`config.mk`:
```
export PLATFORM = sky130hd
export DESIGN_NAME = first_fit_extent_allocator_unit
export DESIGN_NICKNAME = d
export VERILOG_FILES = /design/src/rtl/core/ffea_pkg.sv /design/src/rtl/core/ffea_ctrl.sv /design/src/rtl/core/ffea_dp.sv /design/src/rtl/core/first_fit_extent_allocator_unit.sv
export SDC_FILE = /design/constraint.sdc
export NUM_CORES = 2
export LEC_CHECK = 0
export ABC_AREA = 1
export BUFFER_PORTS_ARGS = -buffer_cell sky130_fd_sc_hd__buf_2
export CORE_MARGIN = 2
export CORE_UTILIZATION = 52
export DETAILED_ROUTE_END_ITERATION = 10
export MAX_ROUTING_LAYER = met4
export PLACE_DENSITY = 0.77
export SETUP_SLACK_MARGIN = 0.5
export SYNTH_ARGS = -nofsm -noshare
export SYNTH_HDL_FRONTEND = slang
export SYNTH_HIERARCHICAL = 1
export SYNTH_SLANG_ARGS = --single-unit
export TNS_END_PERCENT = 50
```
`constraint.sdc`:
```
create_clock -name clk_i -period 10.4 [get_ports clk_i]
set_clock_uncertainty 0.15 [all_clocks]
set_input_delay 1.56 -clock clk_i [delete_from_list [all_inputs] [get_ports clk_i]]
set_output_delay 1.56 -clock clk_i [all_outputs]
set_load 0.005 [all_outputs]
```
`src/rtl/core/ffea_pkg.sv`:
```
// ----------------------------------------------------------------------------
// ffea_pkg
// shared types and constants of the first-fit extent allocator
// ----------------------------------------------------------------------------
package ffea_pkg;

  localparam int unsigned ENTRIES   = 16;
  localparam int unsigned IDX_W     = $clog2(ENTRIES);
  localparam int unsigned CNT_W     = $clog2(ENTRIES + 1);
  localparam int unsigned ADDR_W    = 32;
  localparam int unsigned SIZE_W    = 32;
  localparam int unsigned OUT_IDX_W = 4;
  localparam int unsigned ST_W      = 2;

  // kind of a table entry
  typedef enum logic [1:0] {
    KIND_UNUSED = 2'd0,
    KIND_FREE   = 2'd1,
    KIND_FILE   = 2'd2,
    KIND_DIR    = 2'd3
  } kind_e;

  // result status codes
  typedef enum logic [ST_W-1:0] {
    ST_OK      = 2'd0,
    ST_NOSPACE = 2'd1,
    ST_FULL    = 2'd2,
    ST_ZERO    = 2'd3
  } status_e;

  // input command codes
  typedef enum logic {
    CMD_INIT  = 1'b0,
    CMD_ALLOC = 1'b1
  } cmd_e;

  // configuration register indexes
  typedef enum logic {
    REG_POOL_START = 1'b0,
    REG_POOL_END   = 1'b1
  } reg_e;

  // controller to datapath
  typedef struct packed {
    logic load;         // capture the input beat
    logic init;         // rebuild the table from the pool bounds
    logic scan;         // issue table reads at the scan pointer
    logic ptr_clr;      // restart the scan
    logic take_free;    // latch the fitting free extent
    logic take_unused;  // latch the unused slot
    logic wr_new;       // write the new extent
    logic wr_free;      // shrink or retire the free extent
    logic out_load;     // move the result into the output register
    logic out_ok;       // result carries an extent
  } ffea_cmd_t;

  // datapath to controller
  typedef struct packed {
    logic is_init;
    logic size_zero;
    logic free_hit;
    logic unused_hit;
    logic scan_end;
  } ffea_stat_t;

endpackage

```
`src/rtl/core/ffea_ctrl.sv`:
```
// ----------------------------------------------------------------------------
// ffea_ctrl
// sequencer for init, first-fit scan, slot scan and table update
// ----------------------------------------------------------------------------
module ffea_ctrl import ffea_pkg::*; (
  input  logic       clk_i,
  input  logic       rst_ni,
  input  logic       in_valid_i,
  output logic       in_ready_o,
  output logic       out_valid_o,
  input  logic       out_ready_i,
  output status_e    status_o,
  input  ffea_stat_t stat_i,
  output ffea_cmd_t  cmd_o
);

  typedef enum logic [7:0] {
    S_IDLE    = 8'b0000_0001,
    S_CHECK   = 8'b0000_0010,
    S_INIT    = 8'b0000_0100,
    S_SCAN_F  = 8'b0000_1000,
    S_SCAN_U  = 8'b0001_0000,
    S_WR_NEW  = 8'b0010_0000,
    S_WR_FREE = 8'b0100_0000,
    S_DONE    = 8'b1000_0000
  } state_e;

  state_e  state_q, state_d;
  status_e res_st_q, res_st_d;
  status_e out_st_q, out_st_d;
  logic    out_valid_q, out_valid_d;

  always_comb begin
    state_d     = state_q;
    res_st_d    = res_st_q;
    out_st_d    = out_st_q;
    out_valid_d = out_valid_q && !out_ready_i;
    cmd_o       = '0;
    in_ready_o  = 1'b0;
    unique case (state_q)
      S_IDLE: begin
        in_ready_o = 1'b1;
        if (in_valid_i) begin
          cmd_o.load = 1'b1;
          state_d    = S_CHECK;
        end
      end
      S_CHECK: begin
        if (stat_i.is_init) begin
          state_d = S_INIT;
        end else if (stat_i.size_zero) begin
          res_st_d = ST_ZERO;
          state_d  = S_DONE;
        end else begin
          cmd_o.ptr_clr = 1'b1;
          state_d       = S_SCAN_F;
        end
      end
      S_INIT: begin
        cmd_o.init = 1'b1;
        res_st_d   = ST_OK;
        state_d    = S_DONE;
      end
      S_SCAN_F: begin
        cmd_o.scan = 1'b1;
        if (stat_i.free_hit) begin
          cmd_o.take_free = 1'b1;
          cmd_o.ptr_clr   = 1'b1;
          state_d         = S_SCAN_U;
        end else if (stat_i.scan_end) begin
          res_st_d = ST_NOSPACE;
          state_d  = S_DONE;
        end
      end
      S_SCAN_U: begin
        cmd_o.scan = 1'b1;
        if (stat_i.unused_hit) begin
          cmd_o.take_unused = 1'b1;
          cmd_o.ptr_clr     = 1'b1;
          state_d           = S_WR_NEW;
        end else if (stat_i.scan_end) begin
          res_st_d = ST_FULL;
          state_d  = S_DONE;
        end
      end
      S_WR_NEW: begin
        cmd_o.wr_new = 1'b1;
        res_st_d     = ST_OK;
        state_d      = S_WR_FREE;
      end
      S_WR_FREE: begin
        cmd_o.wr_free = 1'b1;
        state_d       = S_DONE;
      end
      S_DONE: begin
        if (!out_valid_q || out_ready_i) begin
          cmd_o.out_load = 1'b1;
          cmd_o.out_ok   = (res_st_q == ST_OK);
          out_st_d       = res_st_q;
          out_valid_d    = 1'b1;
          state_d        = S_IDLE;
        end
      end
      default: begin
        state_d = S_IDLE;
      end
    endcase
  end

  always_ff @(posedge clk_i or negedge rst_ni) begin
    if (!rst_ni) begin
      state_q     <= S_IDLE;
      res_st_q    <= ST_OK;
      out_st_q    <= ST_OK;
      out_valid_q <= 1'b0;
    end else begin
      state_q     <= state_d;
      res_st_q    <= res_st_d;
      out_st_q    <= out_st_d;
      out_valid_q <= out_valid_d;
    end
  end

  assign out_valid_o = out_valid_q;
  assign status_o    = out_st_q;

endmodule

```
`src/rtl/core/ffea_dp.sv`:
```
// ----------------------------------------------------------------------------
// ffea_dp
// extent table, pool registers, fit comparator and result registers
// ----------------------------------------------------------------------------
module ffea_dp import ffea_pkg::*; (
  input  logic                 clk_i,
  input  logic                 rst_ni,
  input  logic                 cfg_valid_i,
  input  logic                 cfg_index_i,
  input  logic [ADDR_W-1:0]    cfg_data_i,
  input  logic                 cmd_i,
  input  logic [SIZE_W-1:0]    req_size_i,
  input  logic                 entry_type_i,
  input  ffea_cmd_t            cmd_c_i,
  output ffea_stat_t           stat_o,
  output logic [OUT_IDX_W-1:0] entry_index_o,
  output logic [ADDR_W-1:0]    start_addr_o,
  output logic [ADDR_W-1:0]    end_addr_o
);

  // configuration
  logic [ADDR_W-1:0] pool_start_q, pool_end_q;

  // captured beat
  logic              init_q, zero_q, dir_q;
  logic [SIZE_W-1:0] size_q, size_m1_q;

  // table
  kind_e             kind_q [ENTRIES];
  logic [ADDR_W-1:0] first_mem [ENTRIES];
  logic [ADDR_W-1:0] last_mem  [ENTRIES];

  // scan and read stage
  logic [CNT_W-1:0]  ptr_q;
  logic [IDX_W-1:0]  rd_addr;
  logic              issue;
  logic              rd_vld_q;
  logic [IDX_W-1:0]  rd_idx_q;
  kind_e             rd_kind_q;
  logic [ADDR_W-1:0] rd_first_q, rd_last_q;

  // working extent
  logic [IDX_W-1:0]  fr_q, un_q;
  logic [ADDR_W-1:0] fr_first_q, new_last_q;
  logic              exact_q;

  logic [ADDR_W:0]   diff;
  logic              fits, exact;
  logic [ADDR_W-1:0] new_last_c, fr_next_c;

  // table write port
  logic              mem_we_first, mem_we_last;
  logic [IDX_W-1:0]  mem_waddr;
  logic [ADDR_W-1:0] mem_wfirst, mem_wlast;

  always_ff @(posedge clk_i or negedge rst_ni) begin
    if (!rst_ni) begin
      pool_start_q <= '0;
      pool_end_q   <= ADDR_W'(65535);
    end else if (cfg_valid_i) begin
      case (cfg_index_i)
        REG_POOL_START: pool_start_q <= cfg_data_i;
        REG_POOL_END:   pool_end_q   <= cfg_data_i;
        default:        pool_end_q   <= pool_end_q;
      endcase
    end
  end

  always_ff @(posedge clk_i) begin
    if (cmd_c_i.load) begin
      init_q    <= (cmd_i == CMD_INIT);
      zero_q    <= (req_size_i == '0);
      dir_q     <= entry_type_i;
      size_q    <= req_size_i;
      size_m1_q <= req_size_i - SIZE_W'(1);
    end
  end

  // inclusive length test: last - first >= size - 1, inverted extents never fit
  assign diff  = {1'b0, rd_last_q} - {1'b0, rd_first_q};
  assign fits  = !diff[ADDR_W] && (diff[ADDR_W-1:0] >= size_m1_q);
  assign exact = !diff[ADDR_W] && (diff[ADDR_W-1:0] == size_m1_q);

  assign new_last_c = fr_first_q + size_m1_q;
  assign fr_next_c  = fr_first_q + size_q;

  assign issue   = cmd_c_i.scan && !cmd_c_i.ptr_clr && (ptr_q != CNT_W'(ENTRIES));
  assign rd_addr = ptr_q[IDX_W-1:0];

  always_ff @(posedge clk_i or negedge rst_ni) begin
    if (!rst_ni) begin
      ptr_q    <= '0;
      rd_vld_q <= 1'b0;
    end else begin
      rd_vld_q <= issue;
      if (cmd_c_i.ptr_clr) begin
        ptr_q <= '0;
      end else if (issue) begin
        ptr_q <= ptr_q + CNT_W'(1);
      end
    end
  end

  always_ff @(posedge clk_i) begin
    rd_idx_q   <= rd_addr;
    rd_kind_q  <= kind_q[rd_addr];
    rd_first_q <= first_mem[rd_addr];
    rd_last_q  <= last_mem[rd_addr];
  end

  always_ff @(posedge clk_i or negedge rst_ni) begin
    if (!rst_ni) begin
      for (int i = 0; i < ENTRIES; i++) begin
        kind_q[i] <= KIND_UNUSED;
      end
    end else if (cmd_c_i.init) begin
      for (int i = 0; i < ENTRIES; i++) begin
        kind_q[i] <= (i == 0) ? KIND_FREE : KIND_UNUSED;
      end
    end else if (cmd_c_i.wr_new) begin
      kind_q[un_q] <= dir_q ? KIND_DIR : KIND_FILE;
    end else if (cmd_c_i.wr_free && exact_q) begin
      kind_q[fr_q] <= KIND_UNUSED;
    end
  end

  always_comb begin
    mem_we_first = 1'b0;
    mem_we_last  = 1'b0;
    mem_waddr    = '0;
    mem_wfirst   = pool_start_q;
    mem_wlast    = pool_end_q;
    if (cmd_c_i.init) begin
      mem_we_first = 1'b1;
      mem_we_last  = 1'b1;
    end else if (cmd_c_i.wr_new) begin
      mem_we_first = 1'b1;
      mem_we_last  = 1'b1;
      mem_waddr    = un_q;
      mem_wfirst   = fr_first_q;
      mem_wlast    = new_last_c;
    end else if (cmd_c_i.wr_free && !exact_q) begin
      mem_we_first = 1'b1;
      mem_waddr    = fr_q;
      mem_wfirst   = fr_next_c;
    end
  end

  always_ff @(posedge clk_i) begin
    if (mem_we_first) begin
      first_mem[mem_waddr] <= mem_wfirst;
    end
    if (mem_we_last) begin
      last_mem[mem_waddr] <= mem_wlast;
    end
  end

  always_ff @(posedge clk_i) begin
    if (cmd_c_i.init) begin
      un_q       <= '0;
      fr_first_q <= pool_start_q;
      new_last_q <= pool_end_q;
    end else begin
      if (cmd_c_i.take_free) begin
        fr_q       <= rd_idx_q;
        fr_first_q <= rd_first_q;
        exact_q    <= exact;
      end
      if (cmd_c_i.take_unused) begin
        un_q <= rd_idx_q;
      end
      if (cmd_c_i.wr_new) begin
        new_last_q <= new_last_c;
      end
    end
  end

  always_ff @(posedge clk_i) begin
    if (cmd_c_i.out_load) begin
      entry_index_o <= cmd_c_i.out_ok ? OUT_IDX_W'(un_q) : '0;
      start_addr_o  <= cmd_c_i.out_ok ? fr_first_q : '0;
      end_addr_o    <= cmd_c_i.out_ok ? new_last_q : '0;
    end
  end

  assign stat_o.is_init    = init_q;
  assign stat_o.size_zero  = zero_q;
  assign stat_o.free_hit   = rd_vld_q && (rd_kind_q == KIND_FREE) && fits;
  assign stat_o.unused_hit = rd_vld_q && (rd_kind_q == KIND_UNUSED);
  assign stat_o.scan_end   = rd_vld_q && (rd_idx_q == IDX_W'(ENTRIES - 1));

endmodule

```
`src/rtl/core/first_fit_extent_allocator_unit.sv`:
```
// ----------------------------------------------------------------------------
// first_fit_extent_allocator_unit
// first-fit extent allocator over a small table of extents
// ----------------------------------------------------------------------------
// One command beat in, one result beat out. An init beat rebuilds the table
// as a single free extent pool_start..pool_end and passes through the check,
// init and done states to the result register. An allocate beat reads the
// table one entry per cycle through a registered read port: a first-fit pass
// over the free extents, then a pass for the lowest unused slot, then a write
// of the new extent and a write that shrinks or retires the free extent. A
// miss on free space ends after the first pass and a full table after the
// second. A zero size goes from the check state straight to the done state.
// The sequencer then returns to idle, where the next beat can be taken. The
// next command is taken once the result has moved into the output register,
// even while that result waits for out_ready_i; a result that finds the
// previous one still waiting holds in the done state. Configuration writes
// are always taken.
// ----------------------------------------------------------------------------
module first_fit_extent_allocator_unit import ffea_pkg::*; (
  input  logic                 clk_i,
  input  logic                 rst_ni,
  // configuration write channel
  input  logic                 cfg_valid_i,
  output logic                 cfg_ready_o,
  input  logic                 cfg_index_i,
  input  logic [ADDR_W-1:0]    cfg_data_i,
  // command channel
  input  logic                 in_valid_i,
  output logic                 in_ready_o,
  input  logic                 cmd_i,
  input  logic [SIZE_W-1:0]    req_size_i,
  input  logic                 entry_type_i,
  // result channel
  output logic                 out_valid_o,
  input  logic                 out_ready_i,
  output logic [ST_W-1:0]      status_o,
  output logic [OUT_IDX_W-1:0] entry_index_o,
  output logic [ADDR_W-1:0]    start_addr_o,
  output logic [ADDR_W-1:0]    end_addr_o
);

  ffea_cmd_t  ctl_cmd;
  ffea_stat_t dp_stat;
  status_e    res_status;

  // pool registers never stall a write beat
  assign cfg_ready_o = 1'b1;

  // sequencer: accept, check, two scans, table update, result handoff
  ffea_ctrl u_ctrl (
    .clk_i       (clk_i),
    .rst_ni      (rst_ni),
    .in_valid_i  (in_valid_i),
    .in_ready_o  (in_ready_o),
    .out_valid_o (out_valid_o),
    .out_ready_i (out_ready_i),
    .status_o    (res_status),
    .stat_i      (dp_stat),
    .cmd_o       (ctl_cmd)
  );

  // table storage, comparator and result payload
  ffea_dp u_dp (
    .clk_i         (clk_i),
    .rst_ni        (rst_ni),
    .cfg_valid_i   (cfg_valid_i),
    .cfg_index_i   (cfg_index_i),
    .cfg_data_i    (cfg_data_i),
    .cmd_i         (cmd_i),
    .req_size_i    (req_size_i),
    .entry_type_i  (entry_type_i),
    .cmd_c_i       (ctl_cmd),
    .stat_o        (dp_stat),
    .entry_index_o (entry_index_o),
    .start_addr_o  (start_addr_o),
    .end_addr_o    (end_addr_o)
  );

  assign status_o = res_status;

endmodule
```
## After elaboration in Yosys (flattened, before gate mapping)

Memories as Yosys holds them, arrays and structs flattened. A register that Yosys moved wholly into a read port is not among the register bits.
Cells that the tools add are included.

| storage, ports and cells | value |
|---|---|
| word-level logic and storage cells | 184 |
| output and inout port bits | 73 |
| flip-flop bits (word level) | 329 |
| input port bits | 72 |
| memories kept | 2 |
| bits in writable memories | 1024 |

Memory list:

| memory | words | bits a word | read ports | clocked after memory_dff | write ports | RTL line | text |
|---|---|---|---|---|---|---|---|
| u_dp.first_mem | 16 | 32 | 1 | 1 | 1 | ffea_dp.sv:30 | `logic [ADDR_W-1:0] first_mem [ENTRIES];` |
| u_dp.last_mem | 16 | 32 | 1 | 1 | 1 | ffea_dp.sv:31 | `logic [ADDR_W-1:0] last_mem [ENTRIES];` |

| operators by class | value |
|---|---|
| order comparisons | 6 |
| bitwise logic cells | 8 |
| muxes and demuxes | 68 |
| equality and inequality tests | 20 |
| reduce and logical (&&, ||, !) cells | 36 |
| add/sub/neg operators | 5 |

Operators by type and width:

| cell | number |
|---|---|
| $mux 32 | 12 |
| $add 32x32->32 | 2 |
| $mux 8 | 7 |
| $pmux 8 s7 | 1 |
| $sub 32x32->33 | 1 |
| $and 32x32->32 | 1 |
| $bwmux 32 | 1 |
| $eq 32x32->1 | 1 |
| $ge 32x32->1 | 1 |
| $logic_not 32->1 | 1 |
| $not 32->32 | 1 |
| $sub 32x1->32 const B | 1 |
| $mux 2 | 13 |
| $mux 1 | 24 |
| $demux 2 s4 | 2 |
| $ge 5x5->1 const B | 3 |
| $not 4->5 | 3 |
| $logic_and 1x1->1 | 13 |
| $mux 4 | 3 |
| $ne 2x2->1 const B | 6 |
| $lt 5x1->1 const B | 2 |
| $mux 5 | 2 |
| $reduce_and 2->1 | 5 |
| $bmux 2 s4 | 1 |
| 24 further kinds | 36 |

## Longest topological paths before layout

| depth | value |
|---|---|
| depth after elaboration | 11 |
| gate-level depth with buffers | 29 |
| gate-level depth less buffers | 29 |

## Modules after synthesis

Netlist, hierarchy kept.

By module, submodules not included:

| module | times used | seq. area each (µm²) | area an instance (µm²) | cells each |
|---|---|---|---|---|
| ffea_dp | 1 | 40929.3 | 61646.6 | 5791 |
| ffea_ctrl | 1 | 326.6 | 903.4 | 131 |
| first_fit_extent_allocator_unit | 1 | 0.0 | 11.3 | 2 |

## Worst setup path before layout

No wires, ideal clock.

| timing path | value |
|---|---|
| path type | in2reg |
| start | input in_valid_i |
| end | register u_dp.dir_q (enable) |
| path slack | 5.347 ns |
| buffers on the path | 0 |
| stages on the path | 2 |
| arrival | 4.411 ns |
| setup time | 0.492 ns |
| required time | 9.758 ns |
| cells stage by stage | inv_1 -> nor2_1 |

RTL lines:

| what | RTL line | text |
|---|---|---|
| start, declared | first_fit_extent_allocator_unit.sv:28 | `input logic in_valid_i,` |
| end signal, assigned | ffea_dp.sv:73 | `dir_q <= entry_type_i;` |
| end, declared | ffea_dp.sv:25 | `logic init_q, zero_q, dir_q;` |

==> results by group <==
Run status
  – Status: finished, final reports clean

Hold path
  – Hold Crit Class: register to register

Clock tree
  – Reg clk slew, reported paths: 0.06 ns
  – Cts hold-fix bufs: 0
  – H-tree depth: 4
  – Clock latency on the worst-skew pair: 0.80 ns
  – Clock sinks: 1417
  – Max clock buf depth: 3
  – CTS resizes: 0
  – Post CTS Setup Buffer Count: 0
  – CTS root buffer: clkbuf_16
  – CTS buffer count: 142
  – TritonCTS clock tree: built

STA
  – Period minus WS final: between 5 and 6 ns
  – Setup_tns: 0 ns
  – Fmax: 198 MHz
  – Slew HR: 0.0513
  – Worst-margin pin slew: 1.42 ns
  – Final hold violation count: 0
  – Setup violators final: 0
  – Final Cycle Share: 0.485
  – Max-slew violations: 0
  – Unrepaired setup endpoints after global routing: false

Die
  – Die area: 123000 µm²
  – Initial Util: 0.523
  – Core box area: 120000 µm²
  – Die H: 351 µm
  – # IOs: 145
  – Row Count: 127
  – Chip Width: 351 µm

Placed design
  – Dpl hpwl: 126 mm
  – Port bufs: 143
  – RePlAce Congestion: around 1.0

Global route
  – Initial antenna violation count: 12
  – Vias in the first global route: 42.7k
  – GRT overflow: 0
  – First-pass GRT wire length: 275 mm
  – Pin count of the biggest net entering global routing: 203
  – All-Layer GR Usage: 0.315

Critical path
  – Critical Path Source Type: register
  – Arr. time, crit path: 5.30 ns
  – Most frequent CP cell: nand2_1
  – WS Path Type: register to register
  – Slowest CP cell: o21ai_0
  – CP peak stage delay: 0.52 ns
  – Worst Path Required: 10.65 ns
  – R2r setup slk: 5.36 ns
  – Max Fanout on Critical Path: 32
  – Critical path capture point type: register

Drt
  – Remaining antenna violation count: 0
  – Drt first-iter violations: 6079
  – Drt wl/cell: ~25 µm
  – Vias post-DR: approximately 46k
  – # DRC: 0
  – Vias/cell: 5.96
  – Total Wirelength: between 150 and 200 mm
  – Pre-antenna DRT Iters: 8

Synth
  – Ranking of synthesized cells by area: edfxtp_1, nand2_1, o21ai_0
  – Netlist cell types: 51
  – Yosys reg bits: 1417
  – Post-Syn Area: 62600 µm²
  – Syn avg cell area: roughly 11 µm²
  – Yosys warnings: 6
  – Largest area contributor in the netlist: edfxtp_1
  – Most used DFF post-synth: edfxtp_1
  – Synth Net Count: around 6k
  – Post-synth top area share: 0.589
  – Post-synthesis sequential area ratio: 0.659
  – Number of enable flip-flop cells after synthesis: 1228
  – Synthesized instance count: 5924
  – Async set-reset flop share out of synthesis: 0.0812

Finish
  – Final core occ: 0.584
  – Layout cell share with drive strength beyond 1: 0.0889
  – Layout net count: 6226
  – Fillers: 9602
  – Area Overhead vs Synth: 11.6%

Power
  – Peak VDD IR: 0.209 mV
  – Leakage: around 26 nW
  – Power per cell area: 248 nW/µm²

Flow run
  – Max-Cap Viols: 0
[layer usage]
layer,share of wire,global-route usage,vias up
met2,0.45,0.466,2840
met5,0,-,-
met3,0.11,0.0555,517
met1,0.38,0.410,22134
li1,-,-,20800
met4,0.065,0.187,0
[metrics by stage]
| step | area [µm²] | std cells | hold slack (ns) | power, mW | setup WS, ns |
|---|---|---|---|---|---|
| 6_report | 69800 | 7761 | 0.305 | 17.3 | 5.36 |
| 5_1_grt | 69800 | 7757 | 0.301 | 18.0 | 5.02 |
| 4_1_cts | 69800 | 7752 | 0.302 | 17.2 | 5.40 |
| 3_5_place_dp | 65100 | 7490 | 0.289 | 12.0 | 5.43 |
| 3_3_place_gp | 65100 | 7490 | 0.288 | 12.0 | 5.60 |
| 2_1_floorplan | 62600 | 5924 | 0.219 | 10.2 | 5.35 |
[where the power goes]
group / internal [mW] / switching (mW) / total [mW] / leakage [nW]
Combinational: 1.50 / 3.71 / 5.21 / 10.9
Clock: 2.97 / 2.20 / 5.16 / 2.28
Sequential: 6.69 / 0.229 / 6.92 / 13.1
[layout make-up]
type                       instances  area, µm²  area share
antenna                            9       22.5    0.000323
clock buffer                     174       3790      0.0542
clock inverter                    88        905      0.0130
inverter                         504       1910      0.0273
multi-input combinational       3739      18600       0.267
sequential                      1417      41300       0.591
tap                             1612       2020      0.0289
timing repair buffer             218       1310      0.0187
[path summary, 6_finish.rpt]
check / startpoint / to / cells after the start
setup / recovery: u_dp/rd_first_q[2] / u_dp/fr_first_q[1] / 25
hold / removal: u_dp/rd_idx_q[0] / u_dp/fr_q[0] / 0
setup reg to reg: u_dp/rd_first_q[2] / u_dp/fr_first_q[1] / 25
hold reg to reg: u_dp/rd_idx_q[0] / u_dp/fr_q[0] / 0
max in group asynchronous: rst_ni / u_dp/ptr_q[0] / 2
min in group asynchronous: rst_ni / u_dp/pool_end_q[29] / 1
[kinds of logic after synthesis]
logic type / count (synthesis) / share of synthesized area
and+or+nand+nor: 2260 / 0.147
DFF: 1417 / 0.659
AOI/OAI and AO/OA: 1286 / 0.110
buffers and inverters: 768 / 0.0475
adders and majority gates: 132 / 0.0268
xor gates and xnor gates: 60 / 0.00840
other: 1 / 0.0000599
[synthesized netlist by cell type (all sizes together) (3+ instances only)]
library cell  count
nor4              5
edfxtp         1228
a21oi           194
dfrtp            98
nor2            804
or2               8
inv             504
dfstp            17
clkbuf          195
nand3b           18
dfxtp            74
nand3           144
fa                3
xor2             37
o21a              7
nor3             42
a211oi           14
and2              4
o21bai           11
ha              129
buf              69
nand2          1136
xnor2            23
nand4            97
o21ai           773
a21o              4
o22ai           275
[registers in the layout, summed over array words and instances, names as in the netlist, 2 cells and up]
register	cells
u_dp/first_mem	512
u_dp/last_mem	512
u_dp/end_addr_o	32
u_dp/fr_first_q	32
u_dp/kind_q	32
u_dp/new_last_q	32
u_dp/pool_end_q	32
u_dp/pool_start_q	32
u_dp/rd_first_q	32
u_dp/rd_last_q	32
u_dp/size_m1_q	32
u_dp/size_q	32
u_dp/start_addr_o	32
u_ctrl/state_q	8
u_dp/ptr_q	5
u_dp/entry_index_o	4
u_dp/fr_q	4
u_dp/rd_idx_q	4
u_dp/un_q	4
u_ctrl/res_st_q	2
u_ctrl/status_o	2
u_dp/rd_kind_q	2
[layout by cell type (no fill, tap or decap), drive strengths merged, types with 2 or more instances in the layout]
master and count:
a211oi 14, a21boi 2, a21o 4, a21oi 194, and2 4, buf 218
bufinv 14, clkbuf 174, clkinv 49, clkinvlp 11, dfrtp 98, dfstp 17
dfxtp 74, diode 9, edfxtp 1228, fa 3, ha 129, inv 518
nand2 1136, nand3 144, nand3b 18, nand4 97, nor2 804, nor3 42
nor4 5, o2111ai 2, o21a 7, o21ai 773, o21bai 11, o22ai 275
or2 8, xnor2 23, xor2 37
[worst max-delay path: cells and delay by family, from the launching register on]
family	cells	cell delay [ns]
adders and majority gates	2	0.65
and+or+nand+nor	15	2.07
buffers and inverters	5	0.67
AOI/OAI and AO/OA	3	0.77
DFF	1	0.31
Note: power is estimated with default switching activity, not from simulation.
